--- config.mk ---
export PLATFORM = sky130hd
export DESIGN_NAME = hist2pk_div
export DESIGN_NICKNAME = d
export VERILOG_FILES = /design/src/design/hist2pk_pkg.sv /design/src/design/hist2pk_div.sv
export SDC_FILE = /design/constraint.sdc
export NUM_CORES = 1
export LEC_CHECK = 0
export BUFFER_PORTS_ARGS = -buffer_cell sky130_fd_sc_hd__buf_2
export CAP_MARGIN = 40
export CORE_MARGIN = 5
export CORE_UTILIZATION = 50
export DETAILED_ROUTE_END_ITERATION = 8
export PLACE_DENSITY = 0.85
export REMOVE_ABC_BUFFERS = 1
export SLEW_MARGIN = 20
export SYNTH_ARGS = -nofsm -noshare
export SYNTH_HDL_FRONTEND = slang
export SYNTH_SLANG_ARGS = --single-unit
--- constraint.sdc ---
create_clock -name i_clk -period 4.7 [get_ports i_clk]
set_clock_uncertainty 0.15 [all_clocks]
set_input_delay 1.175 -clock i_clk [delete_from_list [all_inputs] [get_ports i_clk]]
set_output_delay 1.175 -clock i_clk [all_outputs]
set_load 0.05 [all_outputs]
--- src/design/hist2pk_pkg.sv ---
// ----------------------------------------------------------------------------
// hist2pk_pkg: shared types and constants of the two-peak finder
// Field widths, register indexes, reset values and the divider status type.
// ----------------------------------------------------------------------------
package hist2pk_pkg;

    // Field widths of the stream payloads and the configuration port.
    localparam int POS_W  = 20;
    localparam int CNT_W  = 32;
    localparam int PCT_W  = 7;
    localparam int CFG_AW = 3;
    localparam int CFG_DW = 32;

    // Configuration register indexes.
    localparam logic [CFG_AW-1:0] CFG_LOW_LIMIT   = 3'd0;
    localparam logic [CFG_AW-1:0] CFG_HIGH_LIMIT  = 3'd1;
    localparam logic [CFG_AW-1:0] CFG_EDGE_MIN    = 3'd2;
    localparam logic [CFG_AW-1:0] CFG_PEAK_SEP    = 3'd3;
    localparam logic [CFG_AW-1:0] CFG_WIN_HALF    = 3'd4;
    localparam logic [CFG_AW-1:0] CFG_QUALITY_PCT = 3'd5;

    // Register reset values.
    localparam logic [CNT_W-1:0] RST_LOW_LIMIT   = 32'd500;
    localparam logic [CNT_W-1:0] RST_HIGH_LIMIT  = 32'd10000;
    localparam logic [CNT_W-1:0] RST_EDGE_MIN    = 32'd5;
    localparam logic [POS_W-1:0] RST_PEAK_SEP    = 20'd1000;
    localparam logic [POS_W-1:0] RST_WIN_HALF    = 20'd5000;
    localparam logic [PCT_W-1:0] RST_QUALITY_PCT = 7'd20;

    // A bin qualifies when its count times this ratio exceeds the peak count.
    localparam logic [9:0] QUAL_RATIO = 10'd1000;
    // Occupancy is measured in percent.
    localparam logic [6:0] PCT_SCALE  = 7'd100;

    // Status of the shared divider.
    typedef struct packed {
        logic busy;
        logic done;
    } t_div_stat;

endpackage

--- src/design/hist2pk_div.sv ---
// ----------------------------------------------------------------------------
// hist2pk_div: shared restoring divider
// Produces one quotient bit per cycle, most significant first.
// ----------------------------------------------------------------------------
module hist2pk_div #(
    parameter int N_W = 85,
    parameter int D_W = 45
) (
    input  logic                   i_clk,
    input  logic                   i_rst_n,
    input  logic                   i_start,
    input  logic [N_W-1:0]         i_dividend,
    input  logic [D_W-1:0]         i_divisor,
    output logic [N_W-1:0]         o_quotient,
    output hist2pk_pkg::t_div_stat o_stat
);
    import hist2pk_pkg::*;

    localparam int KW = $clog2(N_W + 1);

    logic [N_W-1:0] r_q;
    logic [D_W:0]   r_rem;
    logic [D_W-1:0] r_d;
    logic [KW-1:0]  r_cnt;
    logic           r_busy;
    logic           r_done;
    logic [D_W:0]   rem_sh;
    logic           take;

    // Shift in the next dividend bit and try the subtraction.
    assign rem_sh = {r_rem[D_W-1:0], r_q[N_W-1]};
    assign take   = rem_sh >= {1'b0, r_d};

    // Iteration control and datapath.
    always_ff @(posedge i_clk) begin
        if (!i_rst_n) begin
            r_busy <= 1'b0;
            r_done <= 1'b0;
            r_cnt  <= '0;
        end else begin
            r_done <= 1'b0;
            if (i_start) begin
                r_busy <= 1'b1;
                r_q    <= i_dividend;
                r_d    <= i_divisor;
                r_rem  <= '0;
                r_cnt  <= KW'(N_W);
            end else if (r_busy) begin
                r_rem <= take ? (rem_sh - {1'b0, r_d}) : rem_sh;
                r_q   <= {r_q[N_W-2:0], take};
                r_cnt <= r_cnt - 1'b1;
                if (r_cnt == KW'(1)) begin
                    r_busy <= 1'b0;
                    r_done <= 1'b1;
                end
            end
        end
    end

    assign o_quotient  = r_q;
    assign o_stat.busy = r_busy;
    assign o_stat.done = r_done;

endmodule

==> metrics.txt, run 1 <==
placed inst area=11400 µm²; layout cells sized above 1=32.4%; worst-margin pin slew=0.659 ns; final core utilization=61.3%; dpl cells=1324; Clk pwr share=30.6%; Crit path largest cell delay=0.45 ns; diode count=0; IO buf count=219; worst hold margin=0.370 ns; crit-path most repeated cell=inv_1; # Post-CTS Setup Buffers=0; Tmin final=4.02 ns; critical path launch point type=register; Final Max Slew Viols=0; Worst Min Path Start=r_cnt[1]; Mapped Area=10000 µm²; Sink Count=184; Residual DRC=0; vias in the first global route=7675; Slew headroom=56.0%; maxcap violations=0; Critical Path RT=4.75 ns; H-tree levels=4; IO Pins=220; origin of the critical flop-to-flop path=o_quotient[84]; drt pass-1 iters=5; Finished Cell Area=12000 µm²; Setup-failing EPs final=0; Die Ht=152 µm; Routed WL=25.8 mm; routed vias=7697; area of the multi-input gates=4180 µm²; area grow syn2layout=19.7%; NumNets Final=1259; Die W=152 µm; flops & latches, synth=184; Power Internal=3230 µW; Reg area=5440 µm²; average size of a mapped cell=11.6 µm²; CTS buffer count=17; asr flop ratio synth=0%; Comb pwr share=27.2%; clock tree buffer depth=2; Avg Vias per Cell=5.68; Initial DRC Count=440; Synth Instances=868; Slowest cell on crit path=a311o_1; Initial Util=51.2%; cts repair resizes=0; GRT Total Usage=22.5%; antenna-violating nets left=0; first-pass GRT wire length=40.1 mm; Hold Violations, Final=0; Fillers=1588; Skew-Pair Late Insertion Delay=0.45 ns; sequential-to-total area share from yosys stat=54.2%; Site Rows=51; f_max=249 MHz; Die Area=23000 µm²; synth warn=0; predominant post-synthesis flop cell=edfxtp_1; distinct cell type count after synthesis=64; Sw Ratio=33.5%; Non-Filler Instances=1356; area of the core=19600 µm²; leak pwr=0.00495 µW; WS Path Type=reg -> reg; clock slew at reported path FFs=0.08 ns; initial antenna violation count=5; total grt overflow=0; Avg WL per Cell=19.0 µm; Switching Power=1630 µW; CP max FO=11; largest net degree at the start of global routing=85; pwr dens=404 nW/µm²; Root Buffer Master=clkbuf_16; Crit. End Element=register; Peak VDD IR=0.312 mV; number of synthesized flops with an enable pin=175; sequential share of power=42.2%; setup TNS=0 ns; CTS tree=done; status=finished, final reports clean; GPL Wtd Cong=0.914; unrepaired setup endpoints after global routing=no; crit share post-route=85.6%; WP data arrival=4.07 ns; HPWL Detailed=19.3 mm; Hold Path Class=reg -> reg; hold buffers post-CTS=0; crit-path cells=inv_1 -> ha_1 -> inv_1 -> fa_1 -> a21oi_2 -> o2111ai_2 -> a311o_1 -> a211oi_2 -> o2111ai_1 -> nand2_1 -> buf_4 -> nor3b_1 -> o211a_1 -> a211o_1; Critical Path Start=o_quotient[84]
[power groups by stage]
stage | Sequential [µW] | Clock [µW] | Combinational (µW)
after floorplan | 2240 | 0 | 784
after detailed placement | 2080 | 0 | 1300
after global placement | 2080 | 0 | 1270
after CTS | 2050 | 1500 | 1310
final | 2050 | 1480 | 1320
after global routing | 2060 | 1570 | 1440
[kinds of logic (layout without fill, tap and decap cells)]
kind of cell | after synthesis | after routing | synth area share, %
AO/OA/AOI/OAI | 198 | 198 | 12.5
XOR/XNOR | 42 | 42 | 3.67
adder cells (fa/ha/maj) | 48 | 48 | 6.06
buffers and inverters | 103 | 326 | 4.18
flip-flops | 184 | 184 | 54.2
multiplexers | 91 | 91 | 10.1
AND/OR/NAND/NOR | 202 | 202 | 9.28
[layout make-up]
| cell class | count | share of cell area, % |
|---|---|---|
| multi-input combinational | 581 | 34.8 |
| timing repair buffer | 228 | 9.99 |
| tap | 265 | 2.76 |
| clock buffer | 18 | 3.58 |
| sequential | 184 | 45.3 |
| inverter | 66 | 2.06 |
| clock inverter | 14 | 1.49 |
[state kept, by name, indices dropped and copies added, names as in the netlist]
name	cells
r_cnt	7
o_quotient	85
r_d	45
r_rem	45
r_busy	1
r_done	1
[layer usage]
| metal | share of wire [%] | vias up | GRT usage, % |
|---|---|---|---|
| met5 | 0.26 | - | 0 |
| met4 | 2.5 | 10 | 7.59 |
| met3 | 8.3 | 47 | 6.57 |
| met2 | 50 | 351 | 38.8 |
| met1 | 39 | 3659 | 27.1 |
| li1 | - | 3630 | - |
[metrics by stage]
step,setup slack (ns),power [µW]
after floorplan,-0.0543,3020
after global placement,0.882,3340
after detailed placement,0.705,3380
after CTS,0.683,4860
after global routing,0.443,5070
final,0.676,4850
[worst max-delay path: cells and delay by family, from the launching register on]
kind	cells	cell delay [ns]
compound gates	7	1.82
fa+ha+maj	2	0.59
buf+inv	3	0.40
flops	1	0.41
simple gates	2	0.41
[cells in the mapped netlist (all sizes together), types with 3 or more instances]
master / number / area [µm²]
a21oi: 78 / 394
a31oi: 5 / 31.3
buf: 13 / 81.3
o31ai: 3 / 22.5
inv: 66 / 248
or4: 3 / 22.5
ha: 47 / 588
a211oi: 10 / 80.1
nand4: 11 / 68.8
xor2: 14 / 123
nor3: 9 / 45.0
o21a: 12 / 90.1
nor2: 92 / 350
nand3: 11 / 55.1
and2: 5 / 31.3
edfxtp: 175 / 5260
dfxtp: 9 / 180
nand2b: 3 / 26.3
nand3b: 3 / 22.5
clkbuf: 24 / 90.1
and3: 4 / 25.0
nor4: 3 / 18.8
mux2i: 7 / 70.1
a21o: 13 / 97.6
o22ai: 4 / 25.0
nor3b: 3 / 22.5
o21bai: 7 / 52.6
nor2b: 3 / 18.8
o2111ai: 4 / 41.3
nand2: 44 / 165
o21ai: 35 / 175
xnor2: 28 / 245
or3: 4 / 25.0
mux2: 84 / 946
o211ai: 6 / 45.0
[path summary, 6_finish.rpt]
check | cells after the start | end | slack, ns
max | 14 | r_rem[29] | 0.68
max reg2reg | 14 | r_rem[29] | 0.68
min | 2 | r_cnt[1] | 0.37
min reg2reg | 2 | r_cnt[1] | 0.37
[cells in the final DEF (no fill, tap or decap), types with 13 or more instances in the layout]
master | synthesis | final
a21o_1 | 13 | 13
a21oi_1 | 77 | 77
buf_2 | 8 | 218
clkbuf_16 | 0 | 17
edfxtp_1 | 175 | 175
ha_1 | 47 | 47
inv_1 | 66 | 65
mux2_2 | 84 | 84
nand2_1 | 44 | 44
nor2_1 | 90 | 90
o21ai_0 | 34 | 34
xnor2_1 | 28 | 28
xor2_1 | 14 | 14
No activity file was read; power rests on OpenSTA's default activity.
==> run 2: changes to the inputs <==
==> constraint.sdc (replaced) <==
create_clock -name i_clk -period 3.38 [get_ports i_clk]
set_clock_uncertainty 0.15 [all_clocks]
set_input_delay 0.845 -clock i_clk [delete_from_list [all_inputs] [get_ports i_clk]]
set_output_delay 0.845 -clock i_clk [all_outputs]
set_load 0.05 [all_outputs]
==> metrics.txt, run 2 (synthesis gave the netlist of run 1 again) <==
final core utilization=64.5%; layout cells sized above 1=38.0%; Slew headroom=65.4%; Setup-failing EPs final=7; Initial Util=51.2%; drt pass-1 iters=5; unrepaired setup endpoints after global routing=yes; hold buffers post-CTS=0; most frequent cells in the layout=buf_2 (218), edfxtp_1 (175), nor2_1 (85), mux2_2 (84), a21oi_1 (74); Hold Violations, Final=0; sequential share of power=40.6%; post-route setup slack=-0.0463 ns; Sw Ratio=34.0%; Crit. End Element=register; Die Ht=152 µm; Tmin final=3.43 ns; crit share post-route=101%; Finished Cell Area=12600 µm²; Initial DRC Count=596; maxcap violations=0; Avg Vias per Cell=5.50; WP data arrival=3.48 ns; CTS buffer count=17; H-tree levels=4; Switching Power=2380 µW; Avg WL per Cell=18.8 µm; max FFs per register=85; WS Path Type=reg -> reg; worst hold margin=0.359 ns; clock tree buffer depth=2; vias in the first global route=7875; CTS tree=done; antenna-violating nets left=0; Hold Path Class=reg -> reg; Residual DRC=0; grt met3 use=8.27%; Sink Count=184; status=complete, but fails checks; IO Pins=220; IO buf count=219; NumNets Final=1314; Most Crowded Layer GR=met2; Site Rows=51; Comb pwr share=30.0%; pwr dens=555 nW/µm²; Root Buffer Master=clkbuf_16; met1 usage=26.5%; GPL Wtd Cong=0.930; Critical Path RT=3.44 ns; Final Max Slew Viols=0; first-pass GRT wire length=40.7 mm; Clk pwr share=29.4%; worst-margin pin slew=0.512 ns; Routed WL=26.5 mm; HPWL Detailed=20.1 mm; clock slew at reported path FFs=0.09 ns; f_max=292 MHz; GRT Total Usage=23.1%; initial antenna violation count=5; largest net degree at the start of global routing=50; placed inst area=11800 µm²; Die Area=23000 µm²; Die W=152 µm; total grt overflow=0; critical path launch point type=register; Skew-Pair Late Insertion Delay=0.45 ns; Power Internal=4620 µW; area grow syn2layout=25.9%; M2 GR Usage=39.3%; Peak VDD IR=0.427 mV; routed vias=7770; most common cell after layout, fill and taps aside=buf_2; CP max FO=4; failing checks=negative setup slack; leak pwr=0.00526 µW; area of the core=19600 µm²
==> run 2: changes by cell type in the layout (fill, tap and decap cells not counted), moves of 4 or more <==
cell,before,now
buf_12,1,5
buf_4,8,52
buf_6,0,5
nor2_1,90,85
nor2_2,2,6
o21ai_0,34,29
o21ai_1,1,5
==> run 2: power groups by stage <==
stage | registers, µW | clock network (µW) | logic, µW
floorplan | 3120 | 0 | 1090
global placement | 2890 | 0 | 1910
detailed placement | 2890 | 0 | 1960
CTS | 2850 | 2090 | 1990
global route | 2870 | 2190 | 2270
finish | 2850 | 2060 | 2100
==> run 2: layer usage <==
metal | share of wire [%] | vias up
met5 | 0.18 | -
met4 | 3.6 | 10
met3 | 8.1 | 63
met2 | 50 | 318
met1 | 38 | 3644
li1 | - | 3735
==> run 2: layout make-up <==
type | count | area [µm²]
diodes | 1 | 2.50
clock buffers | 17 | 425
clock inverters | 15 | 195
fillers | 1522 | 6960
inverters | 66 | 248
multi-input cells | 581 | 4310
flip-flops and latches | 184 | 5440
well taps | 265 | 332
repair buffers | 283 | 1680
==> run 2: metrics by stage <==
stage | total power, µW | cells | setup TNS [ns] | setup slack, ns
2_1_floorplan | 4200 | 831 | -163.53 | -1.10
3_3_place_gp | 4790 | 1373 | -0.0295 | -0.0295
3_5_place_dp | 4850 | 1373 | -0.888 | -0.131
4_1_cts | 6920 | 1406 | 0 | 0.00273
5_1_grt | 7330 | 1411 | -4.41 | -0.176
6_report | 7010 | 1412 | -0.163 | -0.0463
==> run 2: worst max-delay path, cell delays in order (launching register included) <==
cell and delay [ns]:
edfxtp_1 0.40, inv_2 0.08, ha_4 0.13, inv_2 0.03, fa_2 0.39, a21oi_4 0.18
o2111ai_2 0.18, a311o_1 0.43, a211oi_2 0.31, o2111ai_2 0.16, nand2_2 0.17, nor2_2 0.08
and3_1 0.20, a311o_1 0.31
==> run 2: final timing paths <==
check              endpoint            from  slack (ns)  cells after the start
setup / recovery  r_rem[41]  o_quotient[84]       -0.05                     13
hold / removal     r_cnt[1]        r_cnt[1]        0.36                      2
setup reg to reg  r_rem[41]  o_quotient[84]       -0.05                     13
hold reg to reg    r_cnt[1]        r_cnt[1]        0.36                      2
==> run 2: repair_timing <==
action | CTS | global route
pin swaps | 5 | 16
setup endpoints to repair | 36 | 43
gates resized for setup | 6 | 45
buffers inserted | 1 | 5
==> run 3: changes to the inputs <==
--- a/config.mk
+++ b/config.mk
@@ -10,7 +10,8 @@
 export CORE_MARGIN = 5
 export CORE_UTILIZATION = 50
 export DETAILED_ROUTE_END_ITERATION = 8
-export PLACE_DENSITY = 0.85
+export HOLD_SLACK_MARGIN = 0.08
+export PLACE_DENSITY = 0.79
 export REMOVE_ABC_BUFFERS = 1
 export SLEW_MARGIN = 20
 export SYNTH_ARGS = -nofsm -noshare
==> metrics.txt, run 3 (synthesis gave the netlist of run 1 again) <==
Avg WL per Cell=18.0 µm; Skew-Pair Late Insertion Delay=0.44 ns; Avg Vias per Cell=5.47; Peak VDD IR=0.361 mV; pwr dens=553 nW/µm²; failing checks=negative setup slack; crit share post-route=102%; f_max=291 MHz; first-pass GRT wire length=39.5 mm; IO buf count=219; Crit. End Element=register; GRT Total Usage=22.0%; Routed WL=25.5 mm; Setup-failing EPs final=9; Critical Path RT=3.42 ns; critical path launch point type=register; area grow syn2layout=26.4%; CP max FO=6; unrepaired setup endpoints after global routing=yes; Sink Count=184; initial antenna violation count=5; Fillers=1531; largest net degree at the start of global routing=46; NumNets Final=1318; most frequent cells in the layout=buf_2 (218), edfxtp_1 (175), mux2_2 (84), nor2_1 (82), a21oi_1 (68); routed vias=7750; maxcap violations=0; Crit path largest cell delay=0.41 ns; Initial DRC Count=458; CTS tree=done; status=complete, but fails checks; vias in the first global route=7874; max FFs per register=85; IO Pins=220; Final Max Slew Viols=0; Root Buffer Master=clkbuf_16; most common cell after layout, fill and taps aside=buf_2; HPWL Detailed=18.8 mm; WP data arrival=3.47 ns; Slew headroom=62.5%; crit-path cells=inv_2 -> ha_4 -> inv_2 -> fa_2 -> a21oi_2 -> o2111ai_2 -> a311o_1 -> a211oi_2 -> o2111ai_2 -> nand2_2 -> buf_6 -> nor3b_2 -> o211a_1 -> a211o_1; reg2reg setup slack=-0.05 ns; clock tree buffer depth=2; worst-margin pin slew=0.563 ns; Site Rows=51; antenna-violating nets left=0; placed inst area=11800 µm²; area of the multi-input gates=4320 µm²; drt pass-1 iters=5; Finished Cell Area=12700 µm²; Hold Path Class=reg -> reg; clock slew at reported path FFs=0.08 ns; Die W=152 µm; CTS buffer count=17; total grt overflow=0; WS Path Type=reg -> reg; Die Ht=152 µm; Reg area=5440 µm²; post-route setup slack=-0.0524 ns; leak pwr=0.00527 µW; Initial Util=51.2%; layout cells sized above 1=38.4%; dpl cells=1369; GPL Wtd Cong=0.939; worst hold margin=0.348 ns; Non-Filler Instances=1417; H-tree levels=4; Die Area=23000 µm²; Hold Violations, Final=0; Tmin final=3.43 ns; area of the core=19600 µm²; Slowest cell on crit path=edfxtp_1; Residual DRC=0
run 3: cell count changes in the layout (fill, tap and decap cells not counted), sizes merged:
cell	delta
buf	+3
clkinv	+2
inv	-2
clkbuf	+1
diode	+1
run 3: critical path: cells and delay by family, from the launching register on:
kind                       cells  cell delay (ns)
adders and majority gates      2             0.49
and+or+nand+nor                2             0.23
AOI/OAI and AO/OA              7             1.60
buffers and inverters          3             0.29
DFF                            1             0.41
run 3: through the flow:
step | setup WS (ns) | TNS, ns | util [%] | total power, µW
6_report | -0.0524 | -0.173 | 64.7 | 7010
5_1_grt | -0.220 | -6.00 | 64.7 | 7370
4_1_cts | -0.0105 | -0.0105 | 63.3 | 6850
3_5_place_dp | -0.197 | -3.05 | 60.0 | 4820
3_3_place_gp | -0.0413 | -0.0597 | 60.0 | 4780
2_1_floorplan | -1.10 | -163.53 | - | 4200
run 3: final timing paths:
kind                   from        end  depth (start not counted)
max          o_quotient[84]  r_rem[29]                         14
min                r_cnt[1]   r_cnt[1]                          2
max reg2reg  o_quotient[84]  r_rem[29]                         14
min reg2reg        r_cnt[1]   r_cnt[1]                          2
run 3: timing repair:
| item | 4_1_cts | 5_1_grt |
|---|---|---|
| setup buffers | 3 | 12 |
| hold buffers | 0 | 0 |
| gates resized for setup | 4 | 56 |
| pin swaps | 6 | 31 |
| setup endpoints to repair | 42 | 45 |
| cloned | 0 | 1 |
run 3: power breakdown:
group / switching [µW] / total, µW / internal, µW
clock network: 1000 / 2010 / 1000
registers: 99.5 / 2840 / 2740
logic: 1260 / 2160 / 900
total: 2360 / 7010 / 4650
run 3: final cells by class:
class | instances | area share, %
Inverter | 66 | 1.95
Antenna cell | 2 | 0.0395
Clock buffer | 17 | 3.36
Tap cell | 265 | 2.62
Multi-Input combinational cell | 581 | 34.1
Clock inverter | 15 | 1.41
Sequential cell | 184 | 42.9
Timing Repair Buffer | 287 | 13.7
run 3: metal layers:
layer / global-route usage, % / vias up / part of all wire [%] / wire (µm)
li1: - / 3744 / - / -
met1: 26.2 / 3637 / 40 / 10100
met2: 36.9 / 314 / 49 / 12400
met3: 8.33 / 49 / 9.1 / 2310
met4: 7.01 / 6 / 2.4 / 622
met5: 0 / - / 0.11 / 28
